**src/owrs_pkg.sv**
```systemverilog
`timescale 1ns / 1ps
// ============================================================================
// owrs_pkg
// Shared types and codes for the 1-Wire Search ROM decision engine.
// ============================================================================
package owrs_pkg;

    localparam int ROM_W    = 64;
    localparam int BITN_W   = 7;
    localparam int FOUND_W  = 4;
    localparam int INDEX_W  = 3;

    typedef enum logic [1:0] {
        REQ_RESTART    = 2'd0,
        REQ_PASS_START = 2'd1,
        REQ_BIT_PAIR   = 2'd2,
        REQ_READ_ROM   = 2'd3
    } req_type_t;

    typedef enum logic [2:0] {
        ST_ACK         = 3'd0,
        ST_BIT_TAKEN   = 3'd1,
        ST_FOUND_MORE  = 3'd2,
        ST_COMPLETE    = 3'd3,
        ST_NO_PRESENCE = 3'd4,
        ST_NO_RESPONSE = 3'd5,
        ST_LIMIT       = 3'd6,
        ST_INVALID     = 3'd7
    } status_t;

    // One result record as it moves through the result stages.
    typedef struct packed {
        logic               dir_bit;
        status_t            status;
        logic [ROM_W-1:0]   rom_code;
        logic [FOUND_W-1:0] found_count;
        logic [BITN_W-1:0]  bit_number;
        logic               rd_hit;     // rom_code comes from the table read
    } res_t;

endpackage

```
**src/owrs_if.sv**
```systemverilog
`timescale 1ns / 1ps
// ============================================================================
// owrs_req_if / owrs_rsp_if
// Valid/ready channels for search requests and their results.
// ============================================================================
interface owrs_req_if;
    logic       valid;
    logic       ready;
    logic [1:0] req_type;
    logic       presence;
    logic       id_bit;
    logic       cmp_bit;
    logic [2:0] device_index;

    modport source (output valid, output req_type, output presence, output id_bit,
                    output cmp_bit, output device_index, input ready);
    modport sink   (input valid, input req_type, input presence, input id_bit,
                    input cmp_bit, input device_index, output ready);
endinterface

interface owrs_rsp_if;
    logic        valid;
    logic        ready;
    logic        dir_bit;
    logic [2:0]  status;
    logic [63:0] rom_code;
    logic [3:0]  found_count;
    logic [6:0]  bit_number;

    modport source (output valid, output dir_bit, output status, output rom_code,
                    output found_count, output bit_number, input ready);
    modport sink   (input valid, input dir_bit, input status, input rom_code,
                    input found_count, input bit_number, output ready);
endinterface

```
**src/onewire_rom_search_engine_unit.sv**
```systemverilog
`timescale 1ns / 1ps
// ============================================================================
// onewire_rom_search_engine_unit
// Decision core of the 1-Wire Search ROM algorithm with a table of found ROMs.
// ============================================================================
// Each request transaction that is taken gives exactly one result transaction:
// the search state (last discrepancy, last zero, bit position, working ROM,
// device count) is updated in the same cycle the request is taken, so
// back-to-back bit pairs run at one per clock unless the output stalls, and the
// result then passes a stage register (which also catches the registered ROM
// table read) and an output register. With the output stalled the block still
// takes one more request into the stage register before ready drops. The ROM
// table has MAX_DEVICE_COUNT entries in a single-port-write, single-read array;
// it needs no clearing after reset since only entries below the found count
// are ever returned. found_count reports the low four bits of the device count.
// ============================================================================
module onewire_rom_search_engine_unit
    import owrs_pkg::*;
#(
    parameter int MAX_DEVICE_COUNT = 8
) (
    input  logic        clk,
    input  logic        rst_n,
    owrs_req_if.sink    req,
    owrs_rsp_if.source  rsp
);

    localparam int CW   = $clog2(MAX_DEVICE_COUNT + 1);
    localparam int AW   = (MAX_DEVICE_COUNT > 1) ? $clog2(MAX_DEVICE_COUNT) : 1;
    localparam int CMPW = (CW > INDEX_W) ? CW : INDEX_W;

    // ------------------------------------------------------------------
    // Search state
    // ------------------------------------------------------------------
    logic [BITN_W-1:0] last_disc_reg, last_disc_next;
    logic [BITN_W-1:0] last_zero_reg, last_zero_next;
    logic [BITN_W-1:0] bit_pos_reg,   bit_pos_next;
    logic [ROM_W-1:0]  work_rom_reg,  work_rom_next;
    logic [CW-1:0]     dev_cnt_reg,   dev_cnt_next;
    logic              pass_act_reg,  pass_act_next;
    logic              done_reg,      done_next;

    // Result stage and output register
    logic              s1_vld_reg;
    res_t              s1_res_reg;
    res_t              s1_fwd;
    logic [ROM_W-1:0]  mem_q_reg;
    logic              out_vld_reg;
    res_t              out_res_reg;

    logic              req_acc;
    logic              s1_move;
    res_t              res;
    logic              wr_en;
    logic [AW-1:0]     wr_addr;
    logic [AW-1:0]     rd_addr;

    logic [ROM_W-1:0]  rom_mem [MAX_DEVICE_COUNT];

    // The stage register frees up whenever it can hand off to the output.
    assign s1_move   = s1_vld_reg && (!out_vld_reg || rsp.ready);
    assign req.ready = !s1_vld_reg || s1_move;
    assign req_acc   = req.valid && req.ready;

    assign rd_addr   = AW'(req.device_index);
    assign wr_addr   = AW'(dev_cnt_reg);

    // ------------------------------------------------------------------
    // Decision logic: next state and result for the request at the port
    // ------------------------------------------------------------------
    always_comb
    begin
        logic [BITN_W-1:0] n;
        logic [5:0]        bidx;
        logic              d;

        last_disc_next = last_disc_reg;
        last_zero_next = last_zero_reg;
        bit_pos_next   = bit_pos_reg;
        work_rom_next  = work_rom_reg;
        dev_cnt_next   = dev_cnt_reg;
        pass_act_next  = pass_act_reg;
        done_next      = done_reg;
        wr_en          = 1'b0;

        n    = bit_pos_reg + BITN_W'(1);
        bidx = bit_pos_reg[5:0];
        d    = 1'b0;

        res          = '0;
        res.status   = ST_ACK;

        unique case (req_type_t'(req.req_type))
            REQ_RESTART:
            begin
                last_disc_next = '0;
                last_zero_next = '0;
                bit_pos_next   = '0;
                work_rom_next  = '0;
                dev_cnt_next   = '0;
                pass_act_next  = 1'b0;
                done_next      = 1'b0;
            end
            REQ_PASS_START:
            begin
                priority if (done_reg)
                begin
                    res.status = ST_COMPLETE;
                end
                else if (dev_cnt_reg == CW'(MAX_DEVICE_COUNT))
                begin
                    res.status = ST_LIMIT;
                end
                else if (!req.presence)
                begin
                    last_disc_next = '0;
                    last_zero_next = '0;
                    bit_pos_next   = '0;
                    work_rom_next  = '0;
                    dev_cnt_next   = '0;
                    pass_act_next  = 1'b0;
                    done_next      = 1'b0;
                    res.status     = ST_NO_PRESENCE;
                end
                else
                begin
                    // a pass already open is simply restarted
                    pass_act_next = 1'b1;
                    bit_pos_next  = '0;
                    last_zero_next = '0;
                end
            end
            REQ_BIT_PAIR:
            begin
                priority if (!pass_act_reg || bit_pos_reg >= BITN_W'(ROM_W))
                begin
                    res.status = ST_INVALID;
                end
                else if (req.id_bit && req.cmp_bit)
                begin
                    // nobody answered: drop the whole search
                    last_disc_next = '0;
                    last_zero_next = '0;
                    bit_pos_next   = '0;
                    work_rom_next  = '0;
                    dev_cnt_next   = '0;
                    pass_act_next  = 1'b0;
                    done_next      = 1'b0;
                    res.status     = ST_NO_RESPONSE;
                end
                else
                begin
                    if (req.id_bit != req.cmp_bit)
                    begin
                        d = req.id_bit;
                    end
                    else
                    begin
                        // discrepancy: follow the previous path, branch at last one
                        priority if (n < last_disc_reg)
                            d = work_rom_reg[bidx];
                        else
                            d = (n == last_disc_reg);
                        if (!d)
                            last_zero_next = n;
                    end
                    work_rom_next[bidx] = d;
                    bit_pos_next        = n;
                    res.dir_bit         = d;
                    res.bit_number      = n;
                    if (n < BITN_W'(ROM_W))
                    begin
                        res.status = ST_BIT_TAKEN;
                    end
                    else
                    begin
                        last_disc_next = last_zero_next;
                        if (last_zero_next == '0)
                            done_next = 1'b1;
                        if (dev_cnt_reg != CW'(MAX_DEVICE_COUNT))
                        begin
                            wr_en        = 1'b1;
                            dev_cnt_next = dev_cnt_reg + CW'(1);
                        end
                        pass_act_next = 1'b0;
                        res.rom_code  = work_rom_next;
                        priority if (done_next)
                            res.status = ST_COMPLETE;
                        else if (dev_cnt_next == CW'(MAX_DEVICE_COUNT))
                            res.status = ST_LIMIT;
                        else
                            res.status = ST_FOUND_MORE;
                    end
                end
            end
            REQ_READ_ROM:
            begin
                if (CMPW'(req.device_index) < CMPW'(dev_cnt_reg))
                    res.rd_hit = 1'b1;
                else
                    res.status = ST_INVALID;
            end
            default:
            begin
                res.status = ST_INVALID;
            end
        endcase

        res.found_count = FOUND_W'(dev_cnt_next);
    end

    // ------------------------------------------------------------------
    // State registers
    // ------------------------------------------------------------------
    always_ff @(posedge clk or negedge rst_n)
    begin
        if (!rst_n)
        begin
            last_disc_reg <= '0;
            last_zero_reg <= '0;
            bit_pos_reg   <= '0;
            work_rom_reg  <= '0;
            dev_cnt_reg   <= '0;
            pass_act_reg  <= 1'b0;
            done_reg      <= 1'b0;
        end
        else if (req_acc)
        begin
            last_disc_reg <= last_disc_next;
            last_zero_reg <= last_zero_next;
            bit_pos_reg   <= bit_pos_next;
            work_rom_reg  <= work_rom_next;
            dev_cnt_reg   <= dev_cnt_next;
            pass_act_reg  <= pass_act_next;
            done_reg      <= done_next;
        end
    end

    // ROM table: write at the found count, registered read at the index
    always_ff @(posedge clk)
    begin
        if (req_acc && wr_en)
            rom_mem[wr_addr] <= work_rom_next;
        if (req_acc)
            mem_q_reg <= rom_mem[rd_addr];
    end

    // ------------------------------------------------------------------
    // Result stage and output register
    // ------------------------------------------------------------------
    always_ff @(posedge clk or negedge rst_n)
    begin
        if (!rst_n)
        begin
            s1_vld_reg  <= 1'b0;
            out_vld_reg <= 1'b0;
        end
        else
        begin
            if (req_acc)
                s1_vld_reg <= 1'b1;
            else if (s1_move)
                s1_vld_reg <= 1'b0;

            if (s1_move)
                out_vld_reg <= 1'b1;
            else if (rsp.ready)
                out_vld_reg <= 1'b0;
        end
    end

    // stage result with the table read merged in for a read hit
    always_comb
    begin
        s1_fwd = s1_res_reg;
        if (s1_res_reg.rd_hit)
            s1_fwd.rom_code = mem_q_reg;
    end

    always_ff @(posedge clk)
    begin
        if (req_acc)
            s1_res_reg <= res;
        if (s1_move)
            out_res_reg <= s1_fwd;
    end

    assign rsp.valid       = out_vld_reg;
    assign rsp.dir_bit     = out_res_reg.dir_bit;
    assign rsp.status      = out_res_reg.status;
    assign rsp.rom_code    = out_res_reg.rom_code;
    assign rsp.found_count = out_res_reg.found_count;
    assign rsp.bit_number  = out_res_reg.bit_number;

`ifndef SYNTHESIS
    // A stage result that cannot move on is kept, not dropped.
    a_s1_hold: assert property (@(posedge clk) disable iff (!rst_n)
        s1_vld_reg && !s1_move |=> s1_vld_reg)
        else $error("stage result lost while output stalled");

    // An open pass never runs past the last ROM bit.
    a_pass_bound: assert property (@(posedge clk) disable iff (!rst_n)
        pass_act_reg |-> bit_pos_reg < BITN_W'(ROM_W))
        else $error("open pass beyond bit 64");

    // The found count never passes the table size.
    a_cnt_bound: assert property (@(posedge clk) disable iff (!rst_n)
        dev_cnt_reg <= CW'(MAX_DEVICE_COUNT))
        else $error("device count beyond table size");

    // A taken bit reports a position inside the ROM.
    a_bit_taken: assert property (@(posedge clk) disable iff (!rst_n)
        rsp.valid && rsp.status == ST_BIT_TAKEN
            |-> rsp.bit_number != '0 && rsp.bit_number < BITN_W'(ROM_W))
        else $error("bit taken with bad position");
`endif

endmodule

```
**src/flat_wrapper.sv**
```systemverilog
// flat-port wrapper written by rule: the top's interface ports become plain ports
module onewire_rom_search_engine_unit_flat import owrs_pkg::*;
#(
    parameter int MAX_DEVICE_COUNT = 8
)
  (clk, rst_n, req_valid, req_req_type, req_presence, req_id_bit, req_cmp_bit, req_device_index, req_ready, rsp_valid, rsp_dir_bit, rsp_status, rsp_rom_code, rsp_found_count, rsp_bit_number, rsp_ready);
  owrs_req_if req_i ();
  owrs_rsp_if rsp_i ();
  input  logic clk;
  input  logic rst_n;
  input wire logic [$bits(req_i.valid)-1:0] req_valid;
  input wire logic [$bits(req_i.req_type)-1:0] req_req_type;
  input wire logic [$bits(req_i.presence)-1:0] req_presence;
  input wire logic [$bits(req_i.id_bit)-1:0] req_id_bit;
  input wire logic [$bits(req_i.cmp_bit)-1:0] req_cmp_bit;
  input wire logic [$bits(req_i.device_index)-1:0] req_device_index;
  output wire logic [$bits(req_i.ready)-1:0] req_ready;
  output wire logic [$bits(rsp_i.valid)-1:0] rsp_valid;
  output wire logic [$bits(rsp_i.dir_bit)-1:0] rsp_dir_bit;
  output wire logic [$bits(rsp_i.status)-1:0] rsp_status;
  output wire logic [$bits(rsp_i.rom_code)-1:0] rsp_rom_code;
  output wire logic [$bits(rsp_i.found_count)-1:0] rsp_found_count;
  output wire logic [$bits(rsp_i.bit_number)-1:0] rsp_bit_number;
  input wire logic [$bits(rsp_i.ready)-1:0] rsp_ready;
  assign req_i.valid = req_valid;
  assign req_i.req_type = req_req_type;
  assign req_i.presence = req_presence;
  assign req_i.id_bit = req_id_bit;
  assign req_i.cmp_bit = req_cmp_bit;
  assign req_i.device_index = req_device_index;
  assign req_ready = req_i.ready;
  assign rsp_valid = rsp_i.valid;
  assign rsp_dir_bit = rsp_i.dir_bit;
  assign rsp_status = rsp_i.status;
  assign rsp_rom_code = rsp_i.rom_code;
  assign rsp_found_count = rsp_i.found_count;
  assign rsp_bit_number = rsp_i.bit_number;
  assign rsp_i.ready = rsp_ready;
  onewire_rom_search_engine_unit #(.MAX_DEVICE_COUNT(MAX_DEVICE_COUNT)) u_core (.clk(clk), .rst_n(rst_n), .req(req_i), .rsp(rsp_i));
endmodule
```
**config.mk**
```make
export PLATFORM = sky130hd
export DESIGN_NAME = onewire_rom_search_engine_unit_flat
export DESIGN_NICKNAME = d
export VERILOG_FILES = /design/src/owrs_pkg.sv /design/src/owrs_if.sv /design/src/onewire_rom_search_engine_unit.sv /design/src/flat_wrapper.sv
export SDC_FILE = /design/constraint.sdc
export NUM_CORES = 1
export LEC_CHECK = 0
export ABC_AREA = 1
export BUFFER_PORTS_ARGS = -buffer_cell sky130_fd_sc_hd__clkbuf_2
export CAP_MARGIN = 20
export CORE_ASPECT_RATIO = 0.8
export CORE_UTILIZATION = 55
export DETAILED_ROUTE_END_ITERATION = 7
export HOLD_SLACK_MARGIN = 0.12
export PLACE_DENSITY = 0.74
export SLEW_MARGIN = 25
export SYNTH_ARGS = -nofsm -noshare
export SYNTH_HDL_FRONTEND = slang
export SYNTH_SLANG_ARGS = --single-unit
export TNS_END_PERCENT = 10
```
**constraint.sdc**
```tcl
create_clock -name clk -period 8.2 [get_ports clk]
set_input_delay 1.64 -clock clk [delete_from_list [all_inputs] [get_ports clk]]
set_output_delay 1.64 -clock clk [all_outputs]
set_load 0.01 [all_outputs]
```
==> results.rst <==
.. list-table::
   :header-rows: 1

   * - Metric
     - Value
   * - Number of rows created at floorplan
     - 81
   * - Routability cong.
     - 0.9294
   * - Via density per instance
     - 6.124
   * - Post-layout nets
     - 3023
   * - Flop-to-flop setup slack
     - 2.47 ns
   * - Layout area overhead
     - 11.46%
   * - Summed negative setup slack over all endpoints
     - 0 ns
   * - Final wirelength
     - 90.45 mm
   * - Crit Reg-Reg Startpoint
     - u_core.bit_pos_reg[0]$_DFFE_PN0P_
   * - Number of input and output port buffers inserted
     - 92
   * - Die span in y
     - 225.9 um
   * - Worst Hold Class
     - reg -> reg
   * - Number of different library cells in the post-synthesis netlist
     - 42
   * - Maximum clock path buffer count
     - 3
   * - Hold-fix buffers, CTS
     - 0
   * - Length in cells of the worst reg-to-reg path
     - 24
   * - Share of the synthesized area in the top cell type
     - 64.06%
   * - Power density over the cells
     - between 200 and 300 nW/um2
   * - Vias after detailed routing
     - 23850
   * - Filler instances
     - 4603
   * - Yosys synthesis warning count
     - 0
   * - Number of buffers added by the clock tree synthesis step
     - 78
   * - Slew at the pin closest to its max-slew limit
     - 1.169 ns
   * - Hold worst-path end
     - u_core.rsp.found_count[3]$_DFFE_PP_
   * - Highest clock frequency the design can meet
     - 174.6 MHz
   * - Leading post-synthesis cells by instance count
     - edfxtp_1, nor2_1, o21ai_0
   * - Final critical path time including I/O delays and setup
     - between 5 and 6 ns
   * - H-Tree Depth
     - 3
   * - Hold depth
     - 0
   * - Launching element type of the critical path
     - flip-flop
   * - Flip-flop count of the largest register, all copies and words added
     - about 500
   * - CP Cell Sequence
     - buf_4 > inv_2 > nor2_4 > inv_1 > nor2_1 > inv_1 > nand2_1 > inv_1 > ha_1 > nand2_1 > inv_1 > nand3_1 > a21oi_1 > inv_1 > o211a_1 > nor2_1 > nor2_1 > nand2_4 > inv_4 > nor2_8 > buf_4 > o21ai_1 > or2_1 > a22oi_1
   * - Pin count of the biggest net entering global routing
     - 174
   * - Reported leakage power
     - 13.73 nW
   * - Buffers inserted during post-CTS setup optimization
     - 0
   * - Critical path fanouts, max
     - 40
   * - Remaining number of nets flagged by the antenna check after routing
     - 0
   * - Detail Placement HPWL
     - 50.24 mm
   * - Number of cells produced by synthesis
     - 2949
   * - Clock sinks
     - 828
   * - Starting DRC count in detailed routing
     - 3001
   * - Tightest hold margin
     - approximately 0.42 ns
   * - Via count of the first global-routing pass
     - 23040
   * - Largest area contributor in the synthesized netlist
     - edfxtp_1
   * - Maximum VDD drop
     - approximately 0.16 mV
   * - Synthesized net count
     - 2974
   * - Most frequent cell on the critical path
     - inv_1
   * - Library cell used as clock root buffer
     - clkbuf_16
   * - Count of boundary I/O pins
     - 93
   * - Sequential element share of the synthesized area
     - 70.82%
   * - Synth Register Bits
     - around 830
   * - Mapped cell area
     - 34450 um2
   * - Hold path startpoint
     - u_core.s1_fwd[11]$_DFFE_PP_
   * - Critical path capture point type
     - flip-flop
   * - Synth async-reset ratio
     - 11.23%
   * - Unrepaired setup endpoints after global routing
     - no
   * - Post-route DRC violation count
     - 0
   * - Max-slew violation count
     - 0
   * - Worst relative slew slack
     - 22.06%
   * - Clock latency on the worst-skew pair
     - 0.63 ns
   * - Wire length of the first global-routing pass
     - 135.7 mm
   * - Most instantiated library cell after synthesis
     - edfxtp_1
   * - Result of the run
     - completed
   * - Syn Area/Cell
     - 11.68 um2
   * - Worst path arrival time
     - 6.08 ns
   * - Final core occ
     - 62.42%
   * - Width of the die
     - 281.8 um
   * - EDFF count, synth
     - 735
   * - Number of failing hold endpoints at the final stage
     - 0
   * - Primary flip-flop cell chosen by synthesis mapping
     - edfxtp_1
   * - Floorplan core area
     - roughly 60000 um2
   * - Final routed wire length divided by cell count
     - 23.22 um
   * - Clock tree from TritonCTS
     - built
   * - Worst-case clock skew
     - about 0.027 ns
   * - Main area contributors after synthesis
     - edfxtp_1, dfrtp_1, nor2_1
   * - All-layer global routing usage
     - between 20% and 30%
   * - First-pass iteration count of the detailed router
     - 6
   * - Post_cts resized
     - 0
   * - Die Area
     - roughly 64000 um2
   * - CTS clk-pin slew, worst paths
     - around 0.06 ns
   * - Final number of setup-violating endpoints
     - 0
   * - Critical path class
     - reg -> reg
   * - Overflow after GRT
     - 0
   * - Endpoint of the worst register-to-register path
     - u_core.rom_mem[1][54]$_DFFE_PP_
   * - Register with the highest flop count
     - u_core.rom_mem
   * - Total area of multi-input combinational cells
     - about 8800 um2
   * - Effective utilization at floorplan
     - 56.00%
   * - Total area of sequential cells
     - 24400 um2
   * - Antenna violations before repair
     - 0
   * - Proportion of layout cells with a drive suffix above 1
     - 11.59%
   * - Largest stage delay on the critical path
     - roughly 0.71 ns
   * - Required time reported for the critical path endpoint
     - 8.55 ns
   * - Number of max-cap violations
     - 0
   * - Portion of the clock cycle consumed by the worst path in the final layout
     - around 70%
   * - Worst path slowest cell
     - dfrtp_2
-- layout by cell type, fill, tap and decap left out, drive strengths merged --
cell type,n
o41ai,1
o211a,1
o21a,2
xor2,4
nand3,73
ha,13
o31ai,1
or2,26
a31oi,64
nand3b,1
a21oi,68
a22oi,25
nand4,2
diode,1
nand2,272
inv,179
and2,1
bufinv,10
clkinv,28
o21bai,1
clkinvlp,2
nor2,615
nor3,10
dfrtp,93
edfxtp,735
buf,46
o211ai,18
clkbuf,193
mux2,64
nor4,1
o21ai,447
o22ai,68
-- cells by family after synthesis --
logic type	after synthesis	synth area share, %
XOR/XNOR	4	0.1017
AO/OA/AOI/OAI	696	10.99
flip-flops	828	70.82
buffers and inverters	343	3.890
multiplexers	64	2.092
AND/OR/NAND/NOR	1001	11.64
adder cells (fa/ha/maj)	13	0.4721
-- routing by layer --
| layer | routed length (um) | GRT usage, % | vias to the layer above |
|---|---|---|---|
| met5 | 0 | 0 | - |
| met4 | 3391 | 11.73 | 0 |
| met3 | 9928 | 6.580 | 258 |
| met2 | 41240 | 44.23 | 1446 |
| met1 | 35890 | 39.76 | 11630 |
| li1 | - | - | 10520 |
-- worst max-delay path, delay by kind of cell, from the launching register on --
family,cells,cell delay (ns)
flip-flops,1,0.71
adder cells (fa/ha/maj),1,0.27
buffers and inverters,9,1.62
AND/OR/NAND/NOR,10,1.89
AO/OA/AOI/OAI,4,0.88
-- area by class of cell --
| class | instances | share of cell area [%] |
|---|---|---|
| Antenna cell | 1 | 0.006517 |
| Clock buffer | 104 | 5.637 |
| Clock inverter | 42 | 1.232 |
| Inverter | 177 | 1.779 |
| Multi-Input combinational cell | 1778 | 22.90 |
| Sequential cell | 828 | 63.54 |
| Tap cell | 830 | 2.704 |
| Timing Repair Buffer | 135 | 2.196 |
-- worst max path at each step --
stage,startpoint,to,slack (ns),depth (start not counted)
global route,u_core.bit_pos_reg[0]$_DFFE_PN0P_,u_core.rom_mem[0][48]$_DFFE_PP_,2.10,24
floorplan,req_cmp_bit,u_core.rom_mem[0][0]$_DFFE_PP_,0.69,8
CTS,u_core.bit_pos_reg[0]$_DFFE_PN0P_,u_core.rom_mem[7][37]$_DFFE_PP_,2.65,24
global placement,u_core.bit_pos_reg[0]$_DFFE_PN0P_,u_core.rom_mem[0][54]$_DFFE_PP_,2.60,24
detailed placement,u_core.bit_pos_reg[0]$_DFFE_PN0P_,u_core.rom_mem[2][54]$_DFFE_PP_,2.71,24
finish,u_core.bit_pos_reg[0]$_DFFE_PN0P_,u_core.rom_mem[1][54]$_DFFE_PP_,2.47,24
-- stage by stage --
step	total power, W	cell area, um2	instances	worst slack [ns]
after global placement	0.006078	35750	3748	2.597
after global routing	0.01010	38400	3894	2.104
after floorplan	0.005744	34450	2949	0.6888
after CTS	0.009793	38390	3894	2.652
final	0.009799	38400	3895	2.472
after detailed placement	0.006120	35750	3748	2.712
-- power breakdown --
part | switching, W | internal (W) | leakage [nW] | total (W)
Sequential | 0.0000931 | 0.00484 | 8.10 | 0.00493
Clock | 0.00155 | 0.00218 | 1.28 | 0.00373
Combinational | 0.000830 | 0.000305 | 4.34 | 0.00113
Power figures use the tool's default switching activity.
